<file path="src/rtl/core/psched_pkg.sv">
// Shared types and constants of the periodic task scheduler.
`timescale 1ns / 1ps

package psched_pkg;

  localparam int TimeW        = 32;
  localparam int DueW         = 4;
  localparam int TaskCountW   = 3;
  localparam int TaskLimW     = 4;
  localparam int CfgIdxW      = 3;
  localparam int CfgDataW     = 32;
  localparam int IntervalRegs = 4;

  localparam logic [CfgIdxW-1:0] CfgTaskCount = 3'd0;
  localparam logic [CfgIdxW-1:0] CfgInterval0 = 3'd1;

  localparam logic [TimeW-1:0] IntervalReset = 32'd1000;

  typedef enum logic [1:0] {
    PS_IDLE,
    PS_CHECK,
    PS_DIV,
    PS_FIN
  } ps_state_t;

  typedef struct packed {
    logic             start;
    logic [TimeW-1:0] dividend;
    logic [TimeW-1:0] divisor;
  } mod_req_t;

  typedef struct packed {
    logic             done;
    logic [TimeW-1:0] rem;
  } mod_rsp_t;

endpackage

</file>
<file path="src/rtl/core/psched_if.sv">
// Handshake interfaces for the time input and the due-mask result channels.
`timescale 1ns / 1ps

interface psched_in_if;
  logic                         valid;
  logic                         ready;
  logic [psched_pkg::TimeW-1:0] now_ms;

  modport source (output valid, output now_ms, input ready);
  modport sink (input valid, input now_ms, output ready);
endinterface

interface psched_out_if;
  logic                        valid;
  logic                        ready;
  logic [psched_pkg::DueW-1:0] due_mask;
  logic                        evaluated;

  modport source (output valid, output due_mask, output evaluated, input ready);
  modport sink (input valid, input due_mask, input evaluated, output ready);
endinterface

</file>
<file path="src/rtl/core/psched_mod.sv">
// Bit-serial restoring remainder unit, one dividend bit per cycle.
`timescale 1ns / 1ps

module psched_mod (
  input  logic                 clk,
  input  logic                 rst_n,
  input  psched_pkg::mod_req_t req,
  output psched_pkg::mod_rsp_t rsp
);

  localparam int W    = psched_pkg::TimeW;
  localparam int CntW = $clog2(W);

  logic            busy_r, busy_nxt;
  logic            done_r, done_nxt;
  logic [CntW-1:0] cnt_r, cnt_nxt;
  logic [W-1:0]    dvd_r, dvd_nxt;
  logic [W-1:0]    dvs_r, dvs_nxt;
  logic [W-1:0]    rem_r, rem_nxt;
  logic [W:0]      trial;
  logic [W:0]      diff;

  always_comb begin
    trial    = {rem_r, dvd_r[W-1]};
    diff     = trial - {1'b0, dvs_r};
    busy_nxt = busy_r;
    done_nxt = 1'b0;
    cnt_nxt  = cnt_r;
    dvd_nxt  = dvd_r;
    dvs_nxt  = dvs_r;
    rem_nxt  = rem_r;
    if (req.start) begin
      busy_nxt = 1'b1;
      cnt_nxt  = '0;
      dvd_nxt  = req.dividend;
      dvs_nxt  = req.divisor;
      rem_nxt  = '0;
    end else if (busy_r) begin
      dvd_nxt = {dvd_r[W-2:0], 1'b0};
      rem_nxt = (trial >= {1'b0, dvs_r}) ? diff[W-1:0] : trial[W-1:0];
      cnt_nxt = cnt_r + 1'b1;
      if (cnt_r == CntW'(W - 1)) begin
        busy_nxt = 1'b0;
        done_nxt = 1'b1;
      end
    end
  end

  always_ff @(posedge clk) begin
    if (!rst_n) begin
      busy_r <= 1'b0;
      done_r <= 1'b0;
    end else begin
      busy_r <= busy_nxt;
      done_r <= done_nxt;
    end
    cnt_r <= cnt_nxt;
    dvd_r <= dvd_nxt;
    dvs_r <= dvs_nxt;
    rem_r <= rem_nxt;
  end

  assign rsp.done = done_r;
  assign rsp.rem  = rem_r;

endmodule

</file>
<file path="src/rtl/core/periodic_task_scheduler_core.sv">
// Top level of the periodic task scheduler: task sequencer, state and result register.
`timescale 1ns / 1ps

// Each input transaction carries the current millisecond time. When scheduling is enabled and
// the time has changed, the tasks are checked one after another; when a task is due with a
// non-zero interval, its phase-keeping remainder is formed by a shared bit-serial divider
// that retires one dividend bit per cycle, and the sequencer waits for the remainder. The
// result register lets the next transaction enter while a result waits to be taken.
module periodic_task_scheduler_core #(
  parameter int TASK_SLOTS = 4
) (
  input  logic                                clk,
  input  logic                                rst_n,
  psched_in_if.sink                           in_if,
  psched_out_if.source                        out_if,
  input  logic                                cfg_we,
  input  logic [psched_pkg::CfgIdxW-1:0]      cfg_index,
  input  logic [psched_pkg::CfgDataW-1:0]     cfg_data
);

  localparam int W    = psched_pkg::TimeW;
  localparam int IdxW = (TASK_SLOTS > 1) ? $clog2(TASK_SLOTS) : 1;
  localparam int LimW = psched_pkg::TaskLimW;
  localparam int DueW = psched_pkg::DueW;

  psched_pkg::ps_state_t state_r, state_nxt;

  logic [IdxW-1:0]                  idx_r, idx_nxt;
  logic [W-1:0]                     now_r, now_nxt;
  logic [TASK_SLOTS-1:0]            mask_r, mask_nxt;
  logic                             eval_r, eval_nxt;
  logic [W-1:0]                     last_eval_r, last_eval_nxt;
  logic [W-1:0]                     last_run_r [TASK_SLOTS];
  logic [W-1:0]                     last_run_nxt [TASK_SLOTS];
  logic [W-1:0]                     interval_r [TASK_SLOTS];
  logic [W-1:0]                     interval_nxt [TASK_SLOTS];
  logic [psched_pkg::TaskCountW-1:0] task_count_r, task_count_nxt;
  logic                             out_valid_r, out_valid_nxt;
  logic [DueW-1:0]                  out_mask_r, out_mask_nxt;
  logic                             out_eval_r, out_eval_nxt;

  logic [W-1:0]                  elapsed;
  logic [W-1:0]                  period;
  logic [LimW-1:0]               count_ext;
  logic [LimW-1:0]               lim;
  logic                          is_last;
  logic [TASK_SLOTS+DueW-1:0]    mask_ext;
  psched_pkg::mod_req_t          mod_req;
  psched_pkg::mod_rsp_t          mod_rsp;

  psched_mod u_mod (
    .clk   (clk),
    .rst_n (rst_n),
    .req   (mod_req),
    .rsp   (mod_rsp)
  );

  always_comb begin
    elapsed   = now_r - last_run_r[idx_r];
    period    = interval_r[idx_r];
    count_ext = LimW'(task_count_r);
    lim       = (count_ext > LimW'(TASK_SLOTS)) ? LimW'(TASK_SLOTS) : count_ext;
    is_last   = (LimW'(idx_r) + 1'b1) == lim;
    mask_ext  = {{DueW{1'b0}}, mask_r};

    state_nxt      = state_r;
    idx_nxt        = idx_r;
    now_nxt        = now_r;
    mask_nxt       = mask_r;
    eval_nxt       = eval_r;
    last_eval_nxt  = last_eval_r;
    last_run_nxt   = last_run_r;
    interval_nxt   = interval_r;
    task_count_nxt = task_count_r;
    out_valid_nxt  = out_valid_r;
    out_mask_nxt   = out_mask_r;
    out_eval_nxt   = out_eval_r;
    in_if.ready    = 1'b0;
    mod_req.start    = 1'b0;
    mod_req.dividend = elapsed;
    mod_req.divisor  = period;

    if (cfg_we) begin
      if (cfg_index == psched_pkg::CfgTaskCount) begin
        task_count_nxt = cfg_data[psched_pkg::TaskCountW-1:0];
      end
      for (int i = 0; i < TASK_SLOTS; i++) begin
        if (i < psched_pkg::IntervalRegs &&
            cfg_index == psched_pkg::CfgInterval0 + psched_pkg::CfgIdxW'(i)) begin
          interval_nxt[i] = cfg_data[W-1:0];
        end
      end
    end

    if (out_valid_r && out_if.ready) begin
      out_valid_nxt = 1'b0;
    end

    unique case (state_r)
      psched_pkg::PS_IDLE: begin
        in_if.ready = 1'b1;
        if (in_if.valid) begin
          now_nxt  = in_if.now_ms;
          mask_nxt = '0;
          idx_nxt  = '0;
          if (lim != '0 && in_if.now_ms != last_eval_r) begin
            eval_nxt  = 1'b1;
            state_nxt = psched_pkg::PS_CHECK;
          end else begin
            eval_nxt  = 1'b0;
            state_nxt = psched_pkg::PS_FIN;
          end
        end
      end
      psched_pkg::PS_CHECK: begin
        if (elapsed >= period) begin
          mask_nxt[idx_r] = 1'b1;
        end
        if (elapsed >= period && period != '0) begin
          mod_req.start = 1'b1;
          state_nxt     = psched_pkg::PS_DIV;
        end else begin
          if (elapsed >= period) begin
            last_run_nxt[idx_r] = now_r;
          end
          if (is_last) begin
            last_eval_nxt = now_r;
            state_nxt     = psched_pkg::PS_FIN;
          end else begin
            idx_nxt = idx_r + 1'b1;
          end
        end
      end
      psched_pkg::PS_DIV: begin
        if (mod_rsp.done) begin
          last_run_nxt[idx_r] = now_r - mod_rsp.rem;
          if (is_last) begin
            last_eval_nxt = now_r;
            state_nxt     = psched_pkg::PS_FIN;
          end else begin
            idx_nxt   = idx_r + 1'b1;
            state_nxt = psched_pkg::PS_CHECK;
          end
        end
      end
      psched_pkg::PS_FIN: begin
        if (!out_valid_r || out_if.ready) begin
          out_valid_nxt = 1'b1;
          out_mask_nxt  = mask_ext[DueW-1:0];
          out_eval_nxt  = eval_r;
          state_nxt     = psched_pkg::PS_IDLE;
        end
      end
      default: begin
        state_nxt = psched_pkg::PS_IDLE;
      end
    endcase
  end

  always_ff @(posedge clk) begin
    if (!rst_n) begin
      state_r      <= psched_pkg::PS_IDLE;
      last_eval_r  <= '0;
      task_count_r <= '0;
      out_valid_r  <= 1'b0;
      for (int i = 0; i < TASK_SLOTS; i++) begin
        last_run_r[i] <= '0;
        interval_r[i] <= psched_pkg::IntervalReset;
      end
    end else begin
      state_r      <= state_nxt;
      last_eval_r  <= last_eval_nxt;
      task_count_r <= task_count_nxt;
      out_valid_r  <= out_valid_nxt;
      last_run_r   <= last_run_nxt;
      interval_r   <= interval_nxt;
    end
    idx_r      <= idx_nxt;
    now_r      <= now_nxt;
    mask_r     <= mask_nxt;
    eval_r     <= eval_nxt;
    out_mask_r <= out_mask_nxt;
    out_eval_r <= out_eval_nxt;
  end

  assign out_if.valid     = out_valid_r;
  assign out_if.due_mask  = out_mask_r;
  assign out_if.evaluated = out_eval_r;

endmodule

</file>
<file path="src/flat_wrapper.sv">
// flat-port wrapper written by rule: the top's interface ports become plain ports
module periodic_task_scheduler_core_flat 
#(
  parameter int TASK_SLOTS = 4
)
  (clk, rst_n, cfg_we, cfg_index, cfg_data, in_if_valid, in_if_now_ms, in_if_ready, out_if_valid, out_if_due_mask, out_if_evaluated, out_if_ready);
  psched_in_if in_if_i ();
  psched_out_if out_if_i ();
  input  logic clk;
  input  logic rst_n;
  input  logic cfg_we;
  input  logic [psched_pkg::CfgIdxW-1:0] cfg_index;
  input  logic [psched_pkg::CfgDataW-1:0] cfg_data;
  input wire logic [$bits(in_if_i.valid)-1:0] in_if_valid;
  input wire logic [$bits(in_if_i.now_ms)-1:0] in_if_now_ms;
  output wire logic [$bits(in_if_i.ready)-1:0] in_if_ready;
  output wire logic [$bits(out_if_i.valid)-1:0] out_if_valid;
  output wire logic [$bits(out_if_i.due_mask)-1:0] out_if_due_mask;
  output wire logic [$bits(out_if_i.evaluated)-1:0] out_if_evaluated;
  input wire logic [$bits(out_if_i.ready)-1:0] out_if_ready;
  assign in_if_i.valid = in_if_valid;
  assign in_if_i.now_ms = in_if_now_ms;
  assign in_if_ready = in_if_i.ready;
  assign out_if_valid = out_if_i.valid;
  assign out_if_due_mask = out_if_i.due_mask;
  assign out_if_evaluated = out_if_i.evaluated;
  assign out_if_i.ready = out_if_ready;
  periodic_task_scheduler_core #(.TASK_SLOTS(TASK_SLOTS)) u_core (.clk(clk), .rst_n(rst_n), .in_if(in_if_i), .out_if(out_if_i), .cfg_we(cfg_we), .cfg_index(cfg_index), .cfg_data(cfg_data));
endmodule
</file>
<file path="config.mk">
export PLATFORM = sky130hd
export DESIGN_NAME = periodic_task_scheduler_core_flat
export DESIGN_NICKNAME = d
export VERILOG_FILES = /design/src/rtl/core/psched_pkg.sv /design/src/rtl/core/psched_if.sv /design/src/rtl/core/psched_mod.sv /design/src/rtl/core/periodic_task_scheduler_core.sv /design/src/flat_wrapper.sv
export SDC_FILE = /design/constraint.sdc
export NUM_CORES = 1
export LEC_CHECK = 0
export ABC_AREA = 1
export BUFFER_PORTS_ARGS = -buffer_cell sky130_fd_sc_hd__buf_4
export CELL_PAD_IN_SITES_DETAIL_PLACEMENT = 0
export CELL_PAD_IN_SITES_GLOBAL_PLACEMENT = 1
export CORE_ASPECT_RATIO = 0.8
export CORE_MARGIN = 1
export CORE_UTILIZATION = 46
export CTS_CLUSTER_DIAMETER = 150
export CTS_CLUSTER_SIZE = 16
export DETAILED_ROUTE_END_ITERATION = 10
export HOLD_SLACK_MARGIN = 0.08
export PLACE_DENSITY = 0.79
export REMOVE_ABC_BUFFERS = 1
export SLEW_MARGIN = 0
export SYNTH_ARGS = -nofsm -noshare
export SYNTH_HDL_FRONTEND = slang
export SYNTH_SLANG_ARGS = --single-unit
</file>
<file path="constraint.sdc">
create_clock -name clk -period 7.2 [get_ports clk]
set_input_delay 2.16 -clock clk [delete_from_list [all_inputs] [get_ports clk]]
set_output_delay 2.16 -clock clk [all_outputs]
set_load 0.05 [all_outputs]
</file>
==> results by stage, run 1 <==
Timing:
- Setup repair after global routing left no endpoint under its margin.
- Timing would allow up to about 0.16 GHz.
- Across the routed clock network, the largest skew measured is 0.0446 ns.
- The transition at the pin with the smallest max-transition slack is around 0.88 ns.
- The final worst slack is 0.792 ns.
- The number of max-slew violations in the final report is 0.
- After layout, the minimum clock period comes to 6.41 ns.
- The final clock period utilization by the worst path is 0.890.
- Setup violations remaining at the end of the flow were counted as 0.
- The number of endpoints with negative hold slack in the final report is 0.
- Headroom to the max-slew limit came out at 0.404.
- After routing, the total negative slack on setup checks comes to 0 ns.

Drt:
- The detailed router finished its first iteration with 2,361 violations.
- Across all layers, the routed design uses 25,079 vias.
- After detailed routing, the number of remaining DRC violations is 0.
- After detailed routing, the number of vias per cell comes to 5.20.
- The count of antenna-violating nets left after detailed routing is 0.
- The detailed-router iteration count before antenna repair is 6.
- After detailed routing, the average wire length per cell comes to between 15 and 20 um.
- After detailed routing, the total wire length is 87,600 um.

Place:
- Before CTS, the worst setup slack after placement is 0.780 ns.
- Input and output buffers added on the ports amount to 78.
- Routability-driven placement finished with a final weighted congestion of 0.951.
- Once placement finished, the instance area stood at 0.0279 mm2.
- The total half-perimeter wirelength after legalization and detailed placement is a little over 60,000 um.
- The number of cells in the design after placement is roughly 4,800.

Layout:
- The final net count is 4,250.
- The area taken by flip-flops and latches is about 0.0099 mm2.
- The number of non-filler instances in the completed layout is around 4,800.
- In the final layout, the multi-input gates occupy 0.0141 mm2.
- The final standard cell utilization of the core is 0.503.
- The layout cell share with drive strength beyond 1 is 0.0470.
- The number of diodes is 0.
- The final standard cell area without fillers is 0.0288 mm2.
- Counting the fill cells in the layout gives between 6,000 and 7,000.
- The layout overhead on the synthesized area is 6.93%.

Floorplanning:
- ~80 I/O pins were placed.
- From left edge to right edge, the die measures 273 um.
- The number of placement rows is 78.
- The starting density of the core is 0.470.
- The height of the chip is 218 um.
- The die covers 0.0596 mm2.
- The floorplan step defined a core boundary enclosing 0.0573 mm2.

Worst hold path:
- The type of the tightest min-delay check is flop to flop.
- The hold path startpoint is u_core.interval_r[67].

Global routing:
- The met1 track utilization from global routing is 0.443.
- For this run, the total global-route usage over all layers was measured as 0.293.
- The number of antenna violations at the first check in global routing was 2.
- The most crowded layer after global routing is met1.
- The first global-routing pass estimated 136,000 um of wire.
- The met2 routing resource usage after global routing is 0.433.
- For this run, global-route usage on met3 was measured as 0.0521.
- Entering global routing, the biggest net connects between 100 and 150 pins.
- The number of global-route vias before repair is 23,060.
- The remaining global-route overflow is 0.

Pwr:
- The combinational share of power is 0.580.
- The switching power total is 6410 uW.
- Of the total power, the share spent switching nets is 0.506.
- Of the total power, registers draw 0.283.
- The share of total power dissipated in the clock network is 0.137.
- The leakage power figure is 0.0135 uW.
- The largest vdd supply drop is 0.303 mV.
- Internal power comes to 6260 uW.
- The total power divided by cell area is 440 mW/mm2.

Clock tree:
- Clock-pin slew was measured on the worst setup and hold paths at 0.09 ns.
- The number of buffers inserted by hold repair at cts is 0.
- The CTS tree is done.
- CTS placed an instance of sky130_fd_sc_hd__clkbuf_16 at the clock tree root.
- The maximum count of clock buffers along a single path is 3.
- Buffers inserted during clock tree synthesis total 31.
- The tree built by TritonCTS fans out to about 440 sinks.
- The clock insertion delay at the later pin of the skew report is 0.65 ns.
- The number of H-tree branching levels is 1.

Yosys:
- The per-instance average area after synthesis is 6.63 um2.
- The synthesized instance count is 4,065.
- The number of enable flip-flop cells after synthesis is 108.
- In the post-synthesis netlist, the biggest area contributors are sky130_fd_sc_hd__dfxtp_1 25%, sky130_fd_sc_hd__nand2_1 16%, sky130_fd_sc_hd__edfxtp_1 12%, sky130_fd_sc_hd__nor2_1 8.2%, sky130_fd_sc_hd__inv_1 7.4%.
- The netlist area before placement is 0.0270 mm2.
- The sequential fraction of the synthesis area is 0.368.
- The commonest cells after synthesis are 1,127 x sky130_fd_sc_hd__nand2_1, 589 x sky130_fd_sc_hd__nor2_1, 533 x sky130_fd_sc_hd__inv_1.
- The fraction of synthesis flops using an asynchronous set or reset pin is 0.
- The commonest register cell after synthesis is sky130_fd_sc_hd__dfxtp_1.
- Synthesis instantiated 41 different standard cells from the library.
- The leading area contributor after synthesis is sky130_fd_sc_hd__dfxtp_1.
- The area share of the leading cell type in the synthesized netlist is 0.247.
- The most common cell in the synthesized netlist is sky130_fd_sc_hd__nand2_1.
- The synthesized design contains 441 register bits.
- The count of synthesis-stage warnings from yosys is 0.

Setup path:
- Data arrives at the worst endpoint at between 6 and 7 ns.
- The worst path required time is 7.75 ns.
- The launch point of the critical path is u_core.idx_r[0].
- The critical path is of the flop to flop type.
- The type of element capturing the critical path is a flop.
- The startpoint class of the critical path is a flop.
- The highest net fanout along the worst path is 141.
- The source of the worst register-to-register timing path is u_core.idx_r[0].

Outcome:
- The flow ran to the end, and the final reports show no timing, DRC or antenna violations.

Flow run:
- The max capacitance violation total is 0.
-- path summary, 6_finish.rpt --
check	end	slack [ns]	depth (start not counted)
max	u_core.u_mod.rem_r[29]	0.79	27
min	u_core.interval_r[67]	0.46	2
max reg2reg	u_core.u_mod.rem_r[29]	0.79	27
min reg2reg	u_core.interval_r[67]	0.46	2
-- power groups by stage --
| stage | combinational, uW | sequential, uW | clock, uW |
|---|---|---|---|
| CTS | 7270 | 3570 | 1770 |
| floorplan | 4800 | 3630 | 0 |
| global route | 8240 | 3630 | 1860 |
| global placement | 7220 | 3620 | 0 |
| finish | 7350 | 3580 | 1740 |
| detailed placement | 7230 | 3620 | 0 |
-- kinds of logic (layout without fill, tap and decap cells) --
group / count (synthesis) / count (layout) / synth area share
xor+xnor: 80 / 80 / 0.0260
buf+inv: 715 / 710 / 0.108
flops: 441 / 441 / 0.368
fa+ha+maj: 139 / 139 / 0.0654
mux: 2 / 2 / 0.000743
compound gates: 578 / 578 / 0.112
simple gates: 2110 / 2110 / 0.319
-- flip-flops by register name, summed over array words and instances (netlist names) --
signal	flops
u_core.out_if.evaluated	1
u_core.out_if.due_mask	4
u_core.u_mod.done_r	1
u_core.u_mod.cnt_r	5
u_core.last_run_r	128
u_core.interval_r	128
u_core.task_count_r	3
u_core.last_eval_r	32
u_core.u_mod.rem_r	32
u_core.state_r	2
u_core.now_r	32
u_core.eval_r	1
u_core.mask_r	4
u_core.out_if.valid	1
u_core.u_mod.busy_r	1
u_core.u_mod.dvs_r	32
u_core.idx_r	2
u_core.u_mod.dvd_r	32
-- stage by stage --
step / total power [uW] / hold slack (ns)
after floorplan: 8430 / 0.400
after global placement: 10800 / 0.423
after detailed placement: 10900 / 0.407
after CTS: 12600 / 0.462
after global routing: 13700 / 0.480
final: 12700 / 0.459
-- cell type report --
class,instances,share of cell area
multi-input cells,2909,0.491
well taps,760,0.0330
flip-flops and latches,441,0.344
repair buffers,115,0.0314
inverters,541,0.0706
clock inverters,2,0.000999
clock buffers,52,0.0297
-- placed cells by master (no fill, tap or decap), types with 10 or more instances in the layout --
cell / n
sky130_fd_sc_hd__a21o_1: 10
sky130_fd_sc_hd__a21oi_1: 236
sky130_fd_sc_hd__buf_4: 111
sky130_fd_sc_hd__clkbuf_1: 21
sky130_fd_sc_hd__clkbuf_16: 31
sky130_fd_sc_hd__dfxtp_1: 333
sky130_fd_sc_hd__edfxtp_1: 108
sky130_fd_sc_hd__ha_1: 135
sky130_fd_sc_hd__inv_1: 532
sky130_fd_sc_hd__nand2_1: 1127
sky130_fd_sc_hd__nand3_1: 277
sky130_fd_sc_hd__nand3_2: 11
sky130_fd_sc_hd__nand4_1: 48
sky130_fd_sc_hd__nor2_1: 587
sky130_fd_sc_hd__nor3_1: 26
sky130_fd_sc_hd__o21a_1: 11
sky130_fd_sc_hd__o21ai_0: 274
sky130_fd_sc_hd__o21ai_1: 10
sky130_fd_sc_hd__or2_2: 13
sky130_fd_sc_hd__xnor2_1: 27
sky130_fd_sc_hd__xor2_1: 53
-- what timing repair did --
| action | 4_1_cts | 5_1_grt |
|---|---|---|
| buffers inserted | 0 | 0 |
| gates resized for setup | 0 | 1 |
| endpoints found under the setup margin | 0 | 3 |
-- worst max-delay path: stages, from the launching register on --
cell and delay [ns]:
sky130_fd_sc_hd__edfxtp_1 0.44, sky130_fd_sc_hd__buf_12 0.43, sky130_fd_sc_hd__o21ai_0 0.16, sky130_fd_sc_hd__a21oi_1 0.15, sky130_fd_sc_hd__a21oi_1 0.06, sky130_fd_sc_hd__ha_1 0.38
sky130_fd_sc_hd__a21oi_1 0.21, sky130_fd_sc_hd__nand2_1 0.11, sky130_fd_sc_hd__a21boi_0 0.34, sky130_fd_sc_hd__o21ai_0 0.28, sky130_fd_sc_hd__nand3_1 0.13, sky130_fd_sc_hd__nand2_1 0.14
sky130_fd_sc_hd__nand2_1 0.10, sky130_fd_sc_hd__nand2_1 0.06, sky130_fd_sc_hd__xor2_1 0.33, sky130_fd_sc_hd__ha_1 0.32, sky130_fd_sc_hd__a21oi_1 0.16, sky130_fd_sc_hd__nor2_1 0.05
sky130_fd_sc_hd__nor2_1 0.09, sky130_fd_sc_hd__nand3_1 0.10, sky130_fd_sc_hd__a21oi_1 0.29, sky130_fd_sc_hd__nand2_1 0.16, sky130_fd_sc_hd__nand3_2 0.35, sky130_fd_sc_hd__buf_4 0.37
sky130_fd_sc_hd__nand2_1 0.24, sky130_fd_sc_hd__inv_2 0.46, sky130_fd_sc_hd__o21ai_0 0.15, sky130_fd_sc_hd__o21ai_0 0.17
-- per-layer routing --
| metal | share of wire | vias up |
|---|---|---|
| met5 | 0.00023 | - |
| met4 | 0.019 | 4 |
| met3 | 0.079 | 88 |
| met2 | 0.41 | 759 |
| met1 | 0.49 | 11401 |
| li1 | - | 12827 |
Note: power is estimated with default switching activity, not from simulation.
==> run 2, diff against run 1 <==
==> constraint.sdc (replaced) <==
create_clock -name clk -period 7.2 [get_ports clk]
set_input_delay 0.72 -clock clk [delete_from_list [all_inputs] [get_ports clk]]
set_output_delay 0.72 -clock clk [all_outputs]
set_load 0.05 [all_outputs]
==> run 2 against run 1 <==
  * Worst setup slack worse by 0.12 ns
  * Global-route usage about the same
  * Utilization down 0.050 points
  * Clock-buffer cell count down 4
  * Clock power about the same
  * Final area about the same
  * Die area unchanged
  * Flip-flop and latch count unchanged
  * Critical endpoint is now u_core.u_mod.cnt_r[1]
==> results by stage, run 2 (synthesized netlist as in run 1, its figures left out) <==
Clock tree:
- The clock insertion delay at the later pin of the skew report is between 0.6 and 0.7 ns.
- Clock-pin slew was measured on the worst setup and hold paths at 0.08 ns.
- The CTS sink count is approximately 440.
- The number of buffers inserted by post-CTS setup repair is 0.
- The post-cts resize count is 0.
- The number of clock buffers added by TritonCTS is 31.
- The number of hold buffers added after CTS was 0.
- TritonCTS built the clock tree.
- Counting along the longest clock path gives a buffer depth of 3.
- The number of H-tree branching levels is 1.
- The root buffer cell is sky130_fd_sc_hd__clkbuf_16.

Drt:
- Wire segments on met3 add up to 6600 um in the final route.
- The number of DRC markers after the initial detailed-route iteration is 2,115.
- The highest metal layer carrying signal wires in the routed design is met4.
- The detailed router placed 25,109 vias in this run.
- The post-route met1 wirelength is 43,300 um.
- After detailed routing, the number of remaining DRC violations is 0.
- The count of antenna-violating nets left after detailed routing is 0.
- The total detailed-routing wirelength is slightly below 90,000 um.
- Dividing the detail-routed wire length by the instance count gives 18.2 um.
- The met2 wire length is 35,400 um.
- Dividing the detail-routed via count by the number of cells gives around 5.2.
- The detailed-router iteration count before antenna repair is 5.

Pwr:
- The design internal power is 6250 uW.
- The leakage power figure is roughly 0.013 uW.
- The combinational share of power is 0.581.
- The completed layout was analyzed and its total power is 12,600 uW.
- The power share of the sequential group is 0.283.
- The switching power total is approximately 6400 uW.
- Of the total power, the share spent switching nets is 0.506.
- VDD sags by at most between 0.4 and 0.5 mV.
- The share of total power in the clock network is 0.137.
- For this design the ratio of total power to cell area is around 440 mW/mm2.

Setup path:
- Counting cells, the worst reg-to-reg path comes to 27.
- The worst setup path is captured at a flop.
- The highest net fanout along the worst path is 34.
- The cell repeated most along the worst path is sky130_fd_sc_hd__nand2_1.
- Data on the critical path arrives at its endpoint at 7.05 ns.
- The worst path required time is 7.72 ns.
- The slowest stage of the critical path belongs to the cell sky130_fd_sc_hd__clkinv_1.
- On the critical path the largest part of the delay comes from simple AND/OR/NAND/NOR gates.
- In this design, the stage delay of the slowest critical-path cell is between 0.7 and 0.8 ns.
- Counting buffers and inverters, the worst setup path is 27 cells deep.
- The worst setup path is launched from a flop.
- The critical path contains buffers and inverters numbering 4 combined.
- The worst setup path is of the flop to flop kind.

Global routing:
- The global-route usage over all layers is 0.293.
- The number of global-route vias before repair was roughly 23,000.
- Summed over all layers, the global routing overflow is 0.
- The maximum number of pins on one net before global-route repair is between 100 and 150.
- The first global-routing pass estimated 136,000 um of wire.
- The number of antenna violations at the first check in global routing was 0.

Layout:
- From synthesis to final layout, the design area changed by 6.82%.
- Counting the fill cells in the layout gives 5,989.
- In the final layout, the registers with the most flip-flops are u_core.interval_r (128), u_core.last_run_r (128).
- The layout cell share with drive strength beyond 1 is 0.0466.
- Measured on the finished design, the core utilization comes to 0.503.
- The library cell used most frequently in the layout, excluding fill and tap cells, is sky130_fd_sc_hd__nand2_1.
- The final layout contains about 4,200 nets.
- The library cells used most frequently in the layout, excluding fill and tap cells, are 1,127 x sky130_fd_sc_hd__nand2_1, 587 x sky130_fd_sc_hd__nor2_1, 532 x sky130_fd_sc_hd__inv_1, 333 x sky130_fd_sc_hd__dfxtp_1, 277 x sky130_fd_sc_hd__nand3_1.

Timing:
- The routed design could run at a clock period as short as between 6 and 7 ns.
- At the pin with the least slew margin, the transition time is ~1.0 ns.
- The setup TNS after final layout is 0 ns.
- Once routing completed, OpenROAD measured the worst setup slack at roughly 0.67 ns.
- Setup violations remaining at the end of the flow were counted as 0.
- The number of endpoints with negative hold slack in the final report was 0.
- Dividing the final minimum period by the clock period gives 0.907.
- Headroom to the max-slew limit came out at 0.314.
- Clock skew on the completed layout was measured at around 0.033 ns.
- Setup repair after global routing left no endpoint under its margin.
- The number of max-slew violations in the final report is 0.
- The hold slack is 0.269 ns.
- The fmax is 0.153 GHz.

Place:
- Routability-driven placement finished with a final weighted congestion of 0.956.
- The pre-CTS worst setup slack is 0.760 ns.
- In this run the tool buffered the top-level ports with ~80 buffer cells.
- The total half-perimeter wirelength after legalization and detailed placement is ~62,000 um.

Worst hold path:
- The tightest min-delay check is of the input pin to flop type.
- Counting instances, the worst hold path has a depth of 1.

Floorplanning:
- The boundary pin count is 79.
- The die is 273 um wide.
- The floorplan step defined a die boundary enclosing 0.0596 mm2.
- Row generation in the floorplan step produced slightly below 80 rows.
- The height of the chip is 218 um.
- The area inside the core boundary is 0.0573 mm2.
- The starting density of the core is 0.470.

Flow run:
- The max capacitance violation total is 0.

Outcome:
- The flow ran to the end, and the final reports show no timing, DRC or antenna violations.
run 2: cell count changes in the layout (fill, tap and decap cells not counted):
cell / before / now
sky130_fd_sc_hd__clkbuf_1: 21 / 17
sky130_fd_sc_hd__ha_1: 135 / 134
sky130_fd_sc_hd__buf_4: 111 / 109
sky130_fd_sc_hd__clkinv_1: 2 / 3
sky130_fd_sc_hd__ha_2: 1 / 2
sky130_fd_sc_hd__diode_2: 0 / 1
sky130_fd_sc_hd__clkinvlp_4: 1 / 0
run 2: area by class of cell:
type / instances / area [um2] / share of cell area
clock inverters: 2 / 28.8 / 0.00100
diodes: 1 / 2.50 / 0.0000869
inverters: 541 / 2030 / 0.0705
multi-input cells: 2909 / 14100 / 0.491
flip-flops and latches: 441 / 9910 / 0.344
well taps: 760 / 951 / 0.0330
repair buffers: 113 / 890 / 0.0309
clock buffers: 48 / 840 / 0.0292
run 2: worst paths after layout:
check | from | end | slack, ns
setup / recovery | u_core.idx_r[1] | u_core.u_mod.cnt_r[1] | 0.67
hold / removal | in_if_now_ms[15] | u_core.now_r[15] | 0.27
setup reg to reg | u_core.idx_r[1] | u_core.u_mod.cnt_r[1] | 0.67
hold reg to reg | u_core.eval_r | u_core.out_if.evaluated | 0.45
run 2: power by group through the flow:
stage	combinational, uW	clock [uW]	sequential, uW
floorplan	4800	0	3630
global placement	7240	0	3620
detailed placement	7230	0	3620
CTS	7270	1770	3570
global route	8230	1850	3630
finish	7340	1730	3570
run 2: stage by stage:
| stage | instances | instance area, um2 |
|---|---|---|
| 2_1_floorplan | 3891 | 26100 |
| 3_3_place_gp | 4764 | 27900 |
| 3_5_place_dp | 4764 | 27900 |
| 4_1_cts | 4814 | 28800 |
| 5_1_grt | 4814 | 28800 |
| 6_report | 4815 | 28800 |
run 2: worst reg2reg max path: stages, from the launching register on:
cell and delay (ns):
sky130_fd_sc_hd__edfxtp_1 0.39, sky130_fd_sc_hd__buf_4 0.42, sky130_fd_sc_hd__o21ai_0 0.17, sky130_fd_sc_hd__a21oi_1 0.14
sky130_fd_sc_hd__a21oi_1 0.06, sky130_fd_sc_hd__ha_1 0.40, sky130_fd_sc_hd__nand3_1 0.12, sky130_fd_sc_hd__nand2_1 0.14
sky130_fd_sc_hd__a21boi_0 0.16, sky130_fd_sc_hd__o21ai_0 0.50, sky130_fd_sc_hd__nand3_1 0.15, sky130_fd_sc_hd__nand2_1 0.20
sky130_fd_sc_hd__nand2_1 0.07, sky130_fd_sc_hd__nand2_1 0.07, sky130_fd_sc_hd__xor2_1 0.36, sky130_fd_sc_hd__ha_1 0.21
sky130_fd_sc_hd__nand2_1 0.05, sky130_fd_sc_hd__nor2_1 0.12, sky130_fd_sc_hd__nand4_1 0.10, sky130_fd_sc_hd__nor2_1 0.20
sky130_fd_sc_hd__nand2_1 0.11, sky130_fd_sc_hd__nand2_1 0.11, sky130_fd_sc_hd__nand3_2 0.38, sky130_fd_sc_hd__buf_4 0.39
sky130_fd_sc_hd__nand2_1 0.11, sky130_fd_sc_hd__clkinv_1 0.78, sky130_fd_sc_hd__a22oi_1 0.42, sky130_fd_sc_hd__inv_1 0.07
run 2: routing by layer:
metal / GRT usage / vias to the layer above
met5: 0 / -
met4: 0.0697 / 0
met3: 0.0456 / 103
met2: 0.426 / 828
met1: 0.447 / 11359
li1: - / 12819
